## src/hdl/sh24_pkg.sv

```systemverilog
`default_nettype none

package sh24_pkg;

   // Round counts and the finalization pipeline split
   localparam int COMPRESS_ROUNDS  = 2;
   localparam int FINAL_ROUNDS     = 4;
   localparam int ROUNDS_PER_STAGE = 2;
   localparam int FIN_STAGES       = (FINAL_ROUNDS + ROUNDS_PER_STAGE - 1) / ROUNDS_PER_STAGE;

   localparam logic [63:0] INIT_A  = 64'h736f6d6570736575;
   localparam logic [63:0] INIT_B  = 64'h646f72616e646f6d;
   localparam logic [63:0] INIT_C  = 64'h6c7967656e657261;
   localparam logic [63:0] INIT_D  = 64'h7465646279746573;
   localparam logic [63:0] FIN_XOR = 64'h00000000000000ff;

   localparam int CSR_ADDR_W = 4;

   typedef struct packed {
      logic [63:0] a;
      logic [63:0] b;
      logic [63:0] c;
      logic [63:0] d;
   } lanes_type;

   function automatic logic [63:0] rotl64(input logic [63:0] x, input int unsigned n);
      return (x << n) | (x >> (64 - n));
   endfunction

   function automatic lanes_type sip_round(input lanes_type s);
      lanes_type t;
      t   = s;
      t.a = t.a + t.b;
      t.b = rotl64(t.b, 13);
      t.b = t.b ^ t.a;
      t.a = rotl64(t.a, 32);
      t.c = t.c + t.d;
      t.d = rotl64(t.d, 16);
      t.d = t.d ^ t.c;
      t.a = t.a + t.d;
      t.d = rotl64(t.d, 21);
      t.d = t.d ^ t.a;
      t.c = t.c + t.b;
      t.b = rotl64(t.b, 17);
      t.b = t.b ^ t.c;
      t.c = rotl64(t.c, 32);
      return t;
   endfunction

   // One message block: inject into d, compression rounds, inject into a
   function automatic lanes_type sip_absorb(input lanes_type s, input logic [63:0] m);
      lanes_type t;
      t   = s;
      t.d = t.d ^ m;
      for (int r = 0; r < COMPRESS_ROUNDS; r++) begin
         t = sip_round(t);
      end
      t.a = t.a ^ m;
      return t;
   endfunction

   function automatic lanes_type sip_seed(input logic [63:0] k0, input logic [63:0] k1);
      lanes_type t;
      t.a = INIT_A ^ k0;
      t.b = INIT_B ^ k1;
      t.c = INIT_C ^ k0;
      t.d = INIT_D ^ k1;
      return t;
   endfunction

endpackage

`default_nettype wire

```

## src/hdl/sh24_final.sv

```systemverilog
`default_nettype none

module sh24_final (
   input  wire                     clock,
   input  wire                     reset,
   input  wire                     in_valid,
   output logic                    in_ready,
   input  sh24_pkg::lanes_type     in_lanes,
   input  wire  [63:0]             in_block,
   output logic                    out_valid,
   input  wire                     out_ready,
   output logic [63:0]             out_hash
);
   import sh24_pkg::*;

   // stage 0 holds lanes + final block, stage 1 the absorbed block,
   // later stages the finalization round groups
   localparam int NS = FIN_STAGES + 1;

   logic [NS-1:0] st_v_ff;
   lanes_type     st_lanes_ff [NS];
   lanes_type     adv         [NS];
   logic [63:0]   block_ff;
   logic          hash_v_ff;
   logic [63:0]   hash_ff;
   logic [NS:0]   rdy;

   always_comb begin
      rdy[NS] = !hash_v_ff || out_ready;
      for (int j = NS - 1; j >= 0; j--) begin
         rdy[j] = !st_v_ff[j] || rdy[j+1];
      end
   end

   always_comb begin
      for (int j = 0; j < NS; j++) begin
         if (j == 0) begin
            adv[j]   = sip_absorb(st_lanes_ff[j], block_ff);
            adv[j].c = adv[j].c ^ FIN_XOR;
         end else begin
            adv[j] = st_lanes_ff[j];
            for (int r = 0; r < ROUNDS_PER_STAGE; r++) begin
               if ((j - 1) * ROUNDS_PER_STAGE + r < FINAL_ROUNDS) begin
                  adv[j] = sip_round(adv[j]);
               end
            end
         end
      end
   end

   always_ff @(posedge clock) begin
      if (reset) begin
         st_v_ff   <= '0;
         hash_v_ff <= 1'b0;
      end else begin
         if (rdy[0]) begin
            st_v_ff[0] <= in_valid;
         end
         for (int j = 1; j < NS; j++) begin
            if (rdy[j]) begin
               st_v_ff[j] <= st_v_ff[j-1];
            end
         end
         if (rdy[NS]) begin
            hash_v_ff <= st_v_ff[NS-1];
         end
      end
   end

   always_ff @(posedge clock) begin
      if (rdy[0] && in_valid) begin
         st_lanes_ff[0] <= in_lanes;
         block_ff       <= in_block;
      end
      for (int j = 1; j < NS; j++) begin
         if (rdy[j] && st_v_ff[j-1]) begin
            st_lanes_ff[j] <= adv[j-1];
         end
      end
      if (rdy[NS] && st_v_ff[NS-1]) begin
         hash_ff <= adv[NS-1].a ^ adv[NS-1].b ^ adv[NS-1].c ^ adv[NS-1].d;
      end
   end

   assign in_ready  = rdy[0];
   assign out_valid = hash_v_ff;
   assign out_hash  = hash_ff;

endmodule

`default_nettype wire

```

## config.mk

```make
export PLATFORM = sky130hd
export DESIGN_NAME = sh24_final
export DESIGN_NICKNAME = d
export VERILOG_FILES = /design/src/hdl/sh24_pkg.sv /design/src/hdl/sh24_final.sv
export SDC_FILE = /design/constraint.sdc
export NUM_CORES = 2
export LEC_CHECK = 0
export BUFFER_PORTS_ARGS = -buffer_cell sky130_fd_sc_hd__buf_2
export CORE_ASPECT_RATIO = 1.25
export CORE_UTILIZATION = 59
export DETAILED_ROUTE_END_ITERATION = 7
export PLACE_DENSITY = 0.79
export SETUP_SLACK_MARGIN = 0.1
export SYNTH_ARGS = -nofsm -noshare
export SYNTH_HDL_FRONTEND = slang
export SYNTH_SLANG_ARGS = --single-unit
```

## constraint.sdc

```tcl
create_clock -name clock -period 22.2 [get_ports clock]
set_clock_uncertainty 0.05 [all_clocks]
set_input_delay 1.11 -clock clock [delete_from_list [all_inputs] [get_ports clock]]
set_output_delay 1.11 -clock clock [all_outputs]
set_load 0.01 [all_outputs]
```

==> results.py, run 1 <==
metrics = {
    "cts": {
        "post_cts_buffers": 0,
        "clock_sinks": 900,
        "cts_max_path_buffers": 3,
        "ctsResizeCount": 0,
        "clockRootBuffer": "clkbuf_16",
        "htreeDepth": 3,
        "tritoncts.num_buffers": 92,
        "hold_buffers": 0,
    },
    "logic_synthesis": {
        "synth_common_cells": "xor2_1, ha_1, a21oi_1",
        "synth_edf_count": 896,
        "synthMuxAreaShare_pct": 0.01675,
        "synthAdderAreaFrac_pct": 15.57,
        "netlist_instances": 13585,
        "synthesis.nets": 15380,
        "synth_seq_cells": 900,
        "ys.flop_type": "edfxtp_1",
        "synthArstFlopShare_pct": 0,
        "synth_compound_area_share_pct": 24.03,
        "yosys_warnings": 0,
        "syn-cell-area_um2": 119500,
        "synthSimpleGateAreaFrac_pct": 11.75,
        "yosys-top-cells-area": "edfxtp_1, ha_1, xor2_1",
        "synth_xor_area_share_pct": 23.63,
        "synth_top_family_by_area": "compound AO/OA/AOI/OAI gates",
        "synth_top_area_share_pct": 22.51,
        "synth_most_common_cell": "xor2_1",
        "synthDistinctLibCells": 108,
        "synth_top_cell_by_area": "edfxtp_1",
        "synth_seq_area_share_pct": 22.58,
        "avgSynthCellArea_um2": 8.797,
    },
    "placed_design": {
        "place_area_um2": 125200,
        "dpl.hpwl_um": 599500,
        "gp_congestion": 1.425,
        "port_buffers": 389,
    },
    "run_status": {
        "outcome": "stopped before the end",
        "lastStage": "global routing (5_1_grt)",
        "error": "[ERROR GRT-0116] Global routing finished with congestion. Check the congestion regions in the DRC Viewer.",
    },
    "floorplanning": {
        "rows": 184,
        "start_util_pct": 59.39,
        "io_pins": 390,
        "die_x_um": 404.5,
        "die_height_um": 505.2,
    },
    "grt": {
        "grt_pass1_vias": 143241,
        "grt_pass1_wl_um": 1321000,
        "gr-total-overflow": 10904,
        "grt_max_degree": 150,
        "track_usage_pct": 86.11,
    },
}
==> per-layer routing <==
metal  overflow  global-route usage (%)
met5         19                   28.64
met4       1759                   89.96
met3        179                   62.83
met2       8770                   114.4
met1        177                   80.41
==> per-stage QoR <==
step | std cells | setup WS [ps] | hold slack [ps]
after floorplan | 13585 | 1277 | 394.4
after global placement | 16554 | 6053 | 415.2
after detailed placement | 16555 | 6005 | 429.6
after CTS | 16725 | 5799 | 404.8
==> logic make-up after synthesis <==
group,count (synthesis)
compound gates,4462
flops,900
xor+xnor,3113
fa+ha+maj,1473
buf+inv,766
mux,2
simple gates,2869
==> run 2: changes to the inputs <==
CORE_ASPECT_RATIO = not set   (was 1.25)
CORE_UTILIZATION = 40   (was 59)
PLACE_DENSITY = not set   (was 0.79)
PLACE_DENSITY_LB_ADDON = 0.15   (was not set)
SETUP_SLACK_MARGIN = not set   (was 0.1)
clock period = 28.9 ns   (was 22.2 ns; I/O delays follow)
==> run 2 against run 1 <==
Effect of this change: the flow now finishes, with violations (design-rule violations, max-capacitance violations, max-slew violations); synthesized cell count did not move; synthesized area did not move.
==> results.py, run 2 <==
metrics = {
    "logic_synthesis": {
        "yosys-top-cells-area": "edfxtp_1, ha_1, xor2_1",
        "synthDistinctLibCells": 108,
        "avgSynthCellArea_um2": 8.797,
        "synthesis.nets": 15380,
        "synthArstFlopShare_pct": 0,
        "netlist_instances": 13585,
        "synth_common_cells": "xor2_1, ha_1, a21oi_1",
        "synth_most_common_cell": "xor2_1",
        "synth_top_cell_by_area": "edfxtp_1",
        "ys.flop_type": "edfxtp_1",
        "synth_edf_count": 896,
        "synth_seq_area_share_pct": 22.58,
        "synth_top_area_share_pct": 22.51,
        "syn-cell-area_um2": 119500,
        "synth_seq_cells": 900,
        "yosys_warnings": 0,
    },
    "floorplanning": {
        "start_util_pct": 40.23,
        "core_um2": 297000,
        "io_pins": 390,
        "die_height_um": 548.6,
        "die_x_um": 548.6,
        "die_area_um2": 300900,
        "rows": 200,
    },
    "routing": {
        "drt_pass1_iterations": 8,
        "wl_per_cell_um": 40.75,
        "antenna_left": 0,
        "vias": 116813,
        "viasPerCell": 6.465,
        "drt_iter0_drc": 15742,
        "wl_um": 736300,
        "drc_errors": 12,
    },
    "timing": {
        "tns_ps": 0,
        "min_period_ps": 17260,
        "worst_slack_ps": 11640,
        "hold_viol_final": 0,
        "finalCritPeriodShare_pct": 59.72,
        "tightest_slew_ps": 1547,
        "slew_violations": 17,
        "rsz0062_at_grt": "false",
        "setup_viol": 0,
        "slew-limit-headroom_pct": -3.867,
        "fmaxAchievable_mhz": 57.94,
    },
    "placed_design": {
        "post-place-ws_ps": 12720,
        "dpl.hpwl_um": 652700,
        "port_buffers": 389,
        "gp_congestion": 1.143,
    },
    "final_layout": {
        "regMostFlops": "st_lanes_ff",
        "area_delta_synth_final_pct": 9.508,
        "final_cell_mix": "xor2_1, ha_1, a21oi_1",
        "fillers": 29879,
        "nets": 15806,
        "layout-drive-gt1-share_pct": 6.675,
        "largest_reg_flops": 768,
        "final_common_cell": "xor2_1",
    },
    "cts": {
        "clk_pin_slew_worst_paths_ps": 70,
        "htreeDepth": 3,
        "clockRootBuffer": "clkbuf_16",
        "hold_buffers": 0,
        "ctsResizeCount": 0,
        "tritoncts.num_buffers": 110,
        "post_cts_buffers": 0,
        "clk-insertion-delay-late_ps": 920,
        "clock_sinks": 900,
        "cts_tree": "done",
        "cts_max_path_buffers": 4,
    },
    "grt": {
        "grt_pass1_vias": 106863,
        "gr-total-overflow": 0,
        "grt_max_degree": 199,
        "grt_pass1_wl_um": 952400,
        "track_usage_pct": 47.06,
        "antenna_found_initial": 57,
    },
    "hold_path": {
        "hold_depth": 2,
        "hp-class": "flip-flop to flip-flop",
    },
    "run_status": {
        "outcome": "finished with violations",
        "violations": "design-rule violations, max-capacitance violations, max-slew violations",
    },
    "worst_setup_path": {
        "cpMaxStageDelayCell": "xor2_1",
        "critical_path_class": "flip-flop to flip-flop",
        "cp_common_cell": "a21oi_1",
        "reg2reg_depth": 53,
        "cp-end-kind": "flip-flop",
        "start_kind": "flip-flop",
        "cpPeakStageDelay_ps": 1180,
        "worst-path-max-fanout": 6,
        "worstPathRequired_ps": 29480,
        "worstPathArrival_ps": 17840,
    },
    "job": {
        "maxCapViolations": 7,
    },
}
run 2: cell counts after synthesis:
Identical to the previous run, type by type.
run 2: routing by layer:
| layer | GRT usage, % | part of all wire (%) | vias up |
|---|---|---|---|
| met5 | 0.3166 | 0.051 | - |
| met4 | 43.95 | 11 | 36 |
| met3 | 14.59 | 11 | 2058 |
| met2 | 68.00 | 41 | 7536 |
| met1 | 55.35 | 37 | 56450 |
| li1 | - | - | 50733 |
run 2: cell type report:
class	count	area (um^2)	share of cell area, %
Multi-Input combinational cell	11919	90000	68.77
Sequential cell	900	26990	20.62
Tap cell	3939	4928	3.766
Timing Repair Buffer	569	3343	2.555
Clock buffer	128	2841	2.171
Inverter	511	1918	1.466
Clock inverter	70	767.0	0.5861
Antenna cell	33	82.58	0.06310
run 2: worst paths after layout:
path,start,slack (ps),to
max,st_lanes_ff[0][384]$_DFFE_PP_,11640,st_lanes_ff[0][575]$_DFFE_PP_
min,st_v_ff[1]$_SDFFE_PP0P_,450,st_v_ff[2]$_SDFFE_PP0P_
max reg2reg,st_lanes_ff[0][384]$_DFFE_PP_,11640,st_lanes_ff[0][575]$_DFFE_PP_
min reg2reg,st_v_ff[1]$_SDFFE_PP0P_,450,st_v_ff[2]$_SDFFE_PP0P_
run 2: critical path, delay by kind of cell (launching register included):
kind / cells / cell delay (ps)
compound gates: 26 / 7220
xor+xnor: 8 / 5150
simple gates: 13 / 2080
fa+ha+maj: 5 / 1970
flops: 1 / 400
buf+inv: 1 / 60
run 2: kinds of logic after synthesis:
| kind of cell | synth area share (%) |
|---|---|
| AO/OA/AOI/OAI | 24.03 |
| XOR/XNOR | 23.63 |
| AND/OR/NAND/NOR | 11.75 |
| adder cells (fa/ha/maj) | 15.57 |
| flip-flops | 22.58 |
| buffers and inverters | 2.422 |
| multiplexers | 0.01675 |
run 2: per-stage QoR:
| stage | cell area (um^2) | instances | utilization [%] | hold WS (ps) |
|---|---|---|---|---|
| 2_1_floorplan | 119500 | 13585 | - | 394.4 |
| 3_3_place_gp | 127100 | 17834 | 42.77 | 418.3 |
| 3_5_place_dp | 127100 | 17835 | 42.78 | 433.6 |
| 4_1_cts | 130700 | 18033 | 44.00 | 450.5 |
| 5_1_grt | 130800 | 18049 | 44.04 | 504.2 |
| 6_report | 130900 | 18069 | 44.06 | 448.7 |
Power of run 2 is not shown: default switching activity piles up to over one toggle a cycle in this logic, so the estimate is an artifact.
