<file path="src/hdl/sh24_pkg.sv">
`default_nettype none

package sh24_pkg;

   // Round counts and the finalization pipeline split
   localparam int COMPRESS_ROUNDS  = 2;
   localparam int FINAL_ROUNDS     = 4;
   localparam int ROUNDS_PER_STAGE = 2;
   localparam int FIN_STAGES       = (FINAL_ROUNDS + ROUNDS_PER_STAGE - 1) / ROUNDS_PER_STAGE;

   localparam logic [63:0] INIT_A  = 64'h736f6d6570736575;
   localparam logic [63:0] INIT_B  = 64'h646f72616e646f6d;
   localparam logic [63:0] INIT_C  = 64'h6c7967656e657261;
   localparam logic [63:0] INIT_D  = 64'h7465646279746573;
   localparam logic [63:0] FIN_XOR = 64'h00000000000000ff;

   localparam int CSR_ADDR_W = 4;

   typedef struct packed {
      logic [63:0] a;
      logic [63:0] b;
      logic [63:0] c;
      logic [63:0] d;
   } lanes_type;

   function automatic logic [63:0] rotl64(input logic [63:0] x, input int unsigned n);
      return (x << n) | (x >> (64 - n));
   endfunction

   function automatic lanes_type sip_round(input lanes_type s);
      lanes_type t;
      t   = s;
      t.a = t.a + t.b;
      t.b = rotl64(t.b, 13);
      t.b = t.b ^ t.a;
      t.a = rotl64(t.a, 32);
      t.c = t.c + t.d;
      t.d = rotl64(t.d, 16);
      t.d = t.d ^ t.c;
      t.a = t.a + t.d;
      t.d = rotl64(t.d, 21);
      t.d = t.d ^ t.a;
      t.c = t.c + t.b;
      t.b = rotl64(t.b, 17);
      t.b = t.b ^ t.c;
      t.c = rotl64(t.c, 32);
      return t;
   endfunction

   // One message block: inject into d, compression rounds, inject into a
   function automatic lanes_type sip_absorb(input lanes_type s, input logic [63:0] m);
      lanes_type t;
      t   = s;
      t.d = t.d ^ m;
      for (int r = 0; r < COMPRESS_ROUNDS; r++) begin
         t = sip_round(t);
      end
      t.a = t.a ^ m;
      return t;
   endfunction

   function automatic lanes_type sip_seed(input logic [63:0] k0, input logic [63:0] k1);
      lanes_type t;
      t.a = INIT_A ^ k0;
      t.b = INIT_B ^ k1;
      t.c = INIT_C ^ k0;
      t.d = INIT_D ^ k1;
      return t;
   endfunction

endpackage

`default_nettype wire

</file>
<file path="src/hdl/sh24_csr.sv">
`default_nettype none

module sh24_csr (
   input  wire                                 clock,
   input  wire                                 reset,
   input  wire                                 psel,
   input  wire                                 penable,
   input  wire                                 pwrite,
   input  wire  [sh24_pkg::CSR_ADDR_W-1:0]     paddr,
   input  wire  [63:0]                         pwdata,
   output logic [63:0]                         prdata,
   output logic                                pready,
   output logic [63:0]                         key_low,
   output logic [63:0]                         key_high
);
   import sh24_pkg::*;

   // 64-bit registers on an 8-byte stride; bit 3 selects the register
   localparam logic KEY_LOW_SEL  = 1'b0;
   localparam logic KEY_HIGH_SEL = 1'b1;

   logic [63:0] key_low_ff;
   logic [63:0] key_high_ff;
   logic        wr_en;

   assign pready = 1'b1;
   assign wr_en  = psel & penable & pwrite;

   always_ff @(posedge clock) begin
      if (reset) begin
         key_low_ff  <= '0;
         key_high_ff <= '0;
      end else if (wr_en) begin
         unique case (paddr[3])
            KEY_LOW_SEL:  key_low_ff  <= pwdata;
            KEY_HIGH_SEL: key_high_ff <= pwdata;
            default: ;
         endcase
      end
   end

   always_comb begin
      unique case (paddr[3])
         KEY_LOW_SEL:  prdata = key_low_ff;
         KEY_HIGH_SEL: prdata = key_high_ff;
         default:      prdata = '0;
      endcase
   end

   assign key_low  = key_low_ff;
   assign key_high = key_high_ff;

endmodule

`default_nettype wire

</file>
<file path="config.mk">
export PLATFORM = sky130hd
export DESIGN_NAME = sh24_csr
export DESIGN_NICKNAME = d
export VERILOG_FILES = /design/src/hdl/sh24_pkg.sv /design/src/hdl/sh24_csr.sv
export SDC_FILE = /design/constraint.sdc
export NUM_CORES = 1
export LEC_CHECK = 0
export ABC_AREA = 1
export BUFFER_PORTS_ARGS = -buffer_cell sky130_fd_sc_hd__buf_2
export CAP_MARGIN = 20
export CORE_UTILIZATION = 50
export CTS_BUF_LIST = sky130_fd_sc_hd__clkbuf_4
export CTS_CLUSTER_DIAMETER = 30
export CTS_CLUSTER_SIZE = 16
export DETAILED_ROUTE_END_ITERATION = 7
export PLACE_DENSITY_LB_ADDON = 0.08
export SLEW_MARGIN = 10
export SYNTH_ARGS = -nofsm -noshare
export SYNTH_HDL_FRONTEND = slang
export SYNTH_SLANG_ARGS = --single-unit
</file>
<file path="constraint.sdc">
create_clock -name clock -period 2.45 [get_ports clock]
set_clock_uncertainty 0.2 [all_clocks]
set_input_delay 0.1225 -clock clock [delete_from_list [all_inputs] [get_ports clock]]
set_output_delay 0.1225 -clock clock [all_outputs]
set_load 0.01 [all_outputs]
</file>
==> run_results.csv, run 1 <==
group,metric,value,unit
detailed_routing,drt-initial-drc-count,550,
global_routing,grt_pass1_wl,29.1,mm
layout,antennaDiodeCount,0,
detailed_routing,avgViaCountPerCell,4.78,
placed_design,hpwl,10.6,mm
worst_setup_path,path_cells,"dlygate4sd3_1 -> buf_2 -> nand3_2 -> nor2_4 -> nor2_1 -> nor2_1 -> dlygate4sd3_1",
layout,final_nets,1344,
floorplanning,rows,39,
synth,netlist_area,6000,um2
global_routing,use_met1,0.351,
sta,worst_pin_slew,1050,ps
layout,stdcell_count,1426,
detailed_routing,drt-pass1-iter-count,7,
power,powerDensity,528,nW/um2
floorplanning,die_h,112,um
sta,rsz0062_at_grt,"no",
floorplanning,die_area,12400,um2
sta,fmax,439,MHz
sta,period_share,0.930,
clock_network,post_cts_resized,0,
detailed_routing,wl_per_cell,12.1,um
sta,drv_slew,0,
global_routing,grt_max_degree,129,
floorplanning,coreArea,11600,um2
synth,ys_seq_area_frac,0.427,
status,status,"finished, violations left",
clock_network,clk_path_buf_depth,2,
layout,areaGrowthSynthToFinish,38.5,%
synth,ys_ff_latch,128,
worst_setup_path,r2r_slack,1070,ps
status,violations,"DRC",
power,peakVddDrop,0.324,mV
min_path,min_delay_path_depth,4,
power,p_leak,4.67,nW
floorplanning,die_x,112,um
synth,synthCells,974,
worst_setup_path,end_kind,"register",
min_path,min_to,"key_low[0]",
detailed_routing,drc_errors,17,
synth,ys_warn_count,0,
worst_setup_path,crit_slowest_cell,"nor2_4",
synth,synth.avg_cell_area,6.16,um2
global_routing,grtUsageMet3,0.0637,
global_routing,antenna_found_initial,0,
min_path,hp-start,"reset",
global_routing,grt_pass1_vias,6118,
synth,ys_types,13,
worst_setup_path,r2r-end,"key_high[14]",
clock_network,clkLatencyLatePin,520,ps
clock_network,cts_root_buf,"clkbuf_4",
worst_setup_path,crit_type,"input pin to register",
worst_setup_path,reg2reg_depth,3,
detailed_routing,wirelength,17.3,mm
sta,period_needed,2280,ps
sta,maxSlewHeadroom,0.298,
layout,final_common_cell,"nand2_1",
clock_network,clkSinkCount,128,
layout,layout-drive-gt1-share,0.239,
global_routing,use_met2,0.494,
clock_network,path_clk_slew,110,ps
global_routing,grt_overflow,0,
worst_setup_path,required,2730,ps
layout,mostFrequentLayoutCells,"321 x nand2_1, 260 x buf_2, 256 x nor2_1",
clock_network,cts_tree,"yes",
worst_setup_path,crit_fanout,39,
sta,finalSetupViolCount,0,
detailed_routing,ant_nets,0,
clock_network,h-tree-depth,4,
worst_setup_path,slowest_delay,820,ps
detailed_routing,dr_total_vias,6820,
global_routing,grtUsageTotal,0.290,
layout,num-fill-cells,1017,
placed_design,dp_cells,1320,
floorplanning,ios,266,
sta,hold_violations,0,
synth,syn-num-nets,1047,
placed_design,gp_congestion,0.761,
worst_setup_path,cp.arrival,2560,ps
flow_run,drv_cap,0,
min_path,hold_path_class,"input pin to register",
worst_setup_path,worstReg2RegStart,"key_high[14]",
sta,setup_tns,0,ps
worst_setup_path,startpoint_type,"input pin",
global_routing,grt_busiest_layer,"met2",
layout,utilization,0.719,
floorplanning,start_util,0.519,
placed_design,place.port_buffers,261,
clock_network,cts_made_buffers,17,
==> state kept, by name, indices dropped and copies added (netlist names) <==
register,flops
key_high,64
key_low,64
==> routing by layer <==
metal  vias to the layer above  wire, um
met4                         0       431
met5                         -         0
met2                       233      8400
met1                      3017      7430
met3                        32      1010
li1                       3538         -
==> worst max-delay path by stage <==
| stage | start | endpoint | slack (ps) | depth (start not counted) |
|---|---|---|---|---|
| floorplan | paddr[3] | prdata[10] | 1340 | 5 |
| global placement | pwrite | key_high[39] | 510 | 6 |
| detailed placement | pwrite | key_high[42] | 450 | 6 |
| CTS | pwrite | key_high[14] | 260 | 7 |
| global route | pwrite | key_high[23] | 70 | 7 |
| finish | pwrite | key_high[23] | 170 | 7 |
==> through the flow <==
stage               hold slack (ps)  instance area (um2)  setup WS, ps  power, mW
floorplan                       126                 6000          1340       2.64
global placement                250                 7280           506       2.86
detailed placement              255                 7280           453       2.87
CTS                            57.5                 8310           264       4.43
global route                    128                 8310          70.4       4.62
finish                          125                 8310           171       4.39
==> Yosys cell counts (all sizes together) <==
library cell	n	share of area
nand3	129	0.11
buf	57	0.050
inv	67	0.042
nand2	321	0.20
conb	1	0.00062
nor2	259	0.16
clkbuf	12	0.0075
dfxtp	128	0.43
==> area by class of cell <==
cell class,count,area (um2),area share
Timing Repair Buffer,347,2180,0.262
Clock inverter,9,116,0.0140
Inverter,67,255,0.0307
Multi-Input combinational cell,710,2850,0.343
Clock buffer,22,165,0.0199
Sequential cell,128,2560,0.308
Tap cell,143,179,0.0215
==> power by group <==
part	internal, mW	leakage (nW)	total, mW	switching, mW
Sequential	2.15	1.04	2.21	0.0605
Clock	0.745	0.160	1.47	0.726
Combinational	0.308	3.47	0.706	0.398
Total	3.21	4.67	4.39	1.18
==> kinds of logic after synthesis <==
logic type / count (synthesis) / share of synthesized area
simple gates: 709 / 0.474
buf+inv: 136 / 0.0990
flops: 128 / 0.427
other cells: 1 / 0.000625
==> timing repair <==
action                                 4_1_cts  5_1_grt
setup buffers                                0        0
endpoints found under the hold margin      128        0
setup endpoints to repair                    0        0
hold buffers                                75        0
==> critical path, delay by kind of cell <==
family                 cells  cell delay [ps]
AND/OR/NAND/NOR            4             1190
buffers and inverters      3             1240
(Power assumes the default switching activity.)
==> run 2, diff against run 1 <==
--- a/config.mk
+++ b/config.mk
@@ -14,6 +14,7 @@
 export CTS_CLUSTER_SIZE = 16
 export DETAILED_ROUTE_END_ITERATION = 7
 export PLACE_DENSITY_LB_ADDON = 0.08
+export REMOVE_ABC_BUFFERS = 1
 export SLEW_MARGIN = 10
 export SYNTH_ARGS = -nofsm -noshare
 export SYNTH_HDL_FRONTEND = slang
==> run 2 against run 1 <==
The flow still finishes with violations (DRC). Hold slack improved by 3.8 ps. Setup slack better by 170 ps. Flip-flop and latch count stayed put. Utilization rose by 0.27 points. Final area rose by 0.38%. Register-to-register slack about the same. First-iteration DRC count decreased by 8.5%. Final cell count up 0.28%. Largest power group unchanged. Clock power shrank 14%. Non-clock buffer count rose by 3. Combinational power is 1% higher. Power shrank 4.5%.
==> run_results.csv, run 2 (same netlist as run 1, synthesis figures left out) <==
group,metric,value,unit
status,status,"finished, violations left",
status,violations,"DRC",
flow_run,drv_cap,0,
layout,areaGrowthSynthToFinish,39.0,%
clock_network,h-tree-depth,4,
global_routing,antenna_found_initial,0,
sta,fmax,474,MHz
worst_setup_path,crit_fanout,128,
layout,final_nets,1347,
floorplanning,coreArea,11600,um2
global_routing,grt_pass1_wl,28.3,mm
clock_network,clk_path_buf_depth,2,
global_routing,grt_max_degree,129,
sta,period_needed,2110,ps
worst_setup_path,crit_start,"paddr[3]",
clock_network,clkSinkCount,128,
detailed_routing,wl_per_cell,12.1,um
power,p_leak,4.68,nW
power,peakVddDrop,0.295,mV
sta,rsz0062_at_grt,"no",
worst_setup_path,end_kind,"primary output",
layout,antennaDiodeCount,0,
detailed_routing,dr_total_vias,6821,
detailed_routing,drc_errors,17,
global_routing,grt_overflow,0,
layout,final_common_cell,"nand2_1",
worst_setup_path,reg2reg_depth,3,
clock_network,cts_root_buf,"clkbuf_4",
detailed_routing,drt-initial-drc-count,503,
floorplanning,start_util,0.519,
worst_setup_path,required,2130,ps
power,powerDensity,502,nW/um2
worst_setup_path,cp.arrival,1790,ps
worst_setup_path,r2r-end,"key_high[62]",
layout,utilization,0.721,
worst_setup_path,crit_type,"input pin to primary output",
placed_design,gp_congestion,0.787,
clock_network,cts_hold_buf,77,
detailed_routing,drt-pass1-iter-count,7,
sta,finalSetupViolCount,0,
floorplanning,ios,266,
clock_network,cts_made_buffers,17,
clock_network,path_clk_slew,110,ps
floorplanning,rows,39,
detailed_routing,wirelength,17.3,mm
placed_design,place.port_buffers,261,
clock_network,cts_tree,"yes",
worst_setup_path,r2r_slack,1070,ps
layout,mostFrequentLayoutCells,"321 x nand2_1, 260 x buf_2, 256 x nor2_1",
sta,drv_slew,0,
global_routing,grtUsageTotal,0.280,
clock_network,clkLatencyLatePin,520,ps
sta,hold_violations,0,
clock_network,post_cts_resized,0,
floorplanning,die_h,112,um
worst_setup_path,startpoint_type,"input pin",
power,total_power,4.19,mW
clock_network,postCtsSetupBuffers,0,
sta,period_share,0.860,
layout,layout-drive-gt1-share,0.239,
worst_setup_path,worstReg2RegStart,"key_high[62]",
placed_design,hpwl,10.4,mm
worst_setup_path,critPathCapture,"prdata[56]",
sta,worst_pin_slew,636,ps
floorplanning,die_area,12400,um2
floorplanning,die_x,112,um
detailed_routing,ant_nets,0,
min_path,hold_path_class,"input pin to register",
sta,maxSlewHeadroom,0.575,
detailed_routing,avgViaCountPerCell,4.77,
global_routing,grt_pass1_vias,5951,
## run 2: cell types whose count changed in the layout (fill, tap and decap cells not counted), sizes merged
cell and change:
dlygate4sd3 +2, clkinv +3, bufinv -2, buf +1
## run 2: where the power goes
group	leakage, nW	switching [mW]	total, mW	internal, mW
clock network	0.141	0.726	1.26	0.538
registers	1.04	0.0604	2.21	2.15
logic	3.50	0.400	0.715	0.314
## run 2: layer usage
layer	GRT usage	part of all wire	up-vias	wire (um)
li1	-	-	3544	-
met1	0.355	0.44	3025	7590
met2	0.474	0.49	225	8420
met3	0.0490	0.053	27	922
met4	0.110	0.020	0	344
met5	0	0	-	0
## run 2: final cells by class
class | instances | area [um2]
Fill cell | 1032 | 3220
Multi-Input combinational cell | 710 | 2850
Sequential cell | 128 | 2560
Timing Repair Buffer | 350 | 2260
Inverter | 67 | 255
Tap cell | 143 | 179
Clock buffer | 22 | 165
Clock inverter | 10 | 70.1
## run 2: critical path, cell delays in order
cell and delay [ps]:
dlygate4sd3_1 530, buf_4 170, inv_4 80, buf_12 410, nand2_1 160, nand2_1 110
buf_2 140
## run 2: per-stage QoR
stage / hold WS, ps / instances / setup TNS, ps / area, um2 / setup slack (ps)
3_5_place_dp: 255 / 1321 / 0 / 7340 / 870
6_report: 129 / 1430 / 0 / 8340 / 342
4_1_cts: 71.8 / 1430 / 0 / 8340 / 417
5_1_grt: 151 / 1430 / 0 / 8340 / 245
3_3_place_gp: 248 / 1321 / 0 / 7340 / 879
2_1_floorplan: 109 / 905 / -278160 / 5660 / -2170
## run 2: worst min path at each step
stage                from            to  slack (ps)  cells past startpoint
2_1_floorplan    paddr[3]   key_high[0]         110                      3
3_3_place_gp   pwdata[43]  key_high[43]         250                      5
3_5_place_dp   pwdata[20]   key_low[20]         250                      5
4_1_cts             reset  key_high[56]          70                      4
5_1_grt             reset   key_high[1]         150                      4
6_report            reset    key_low[1]         130                      4
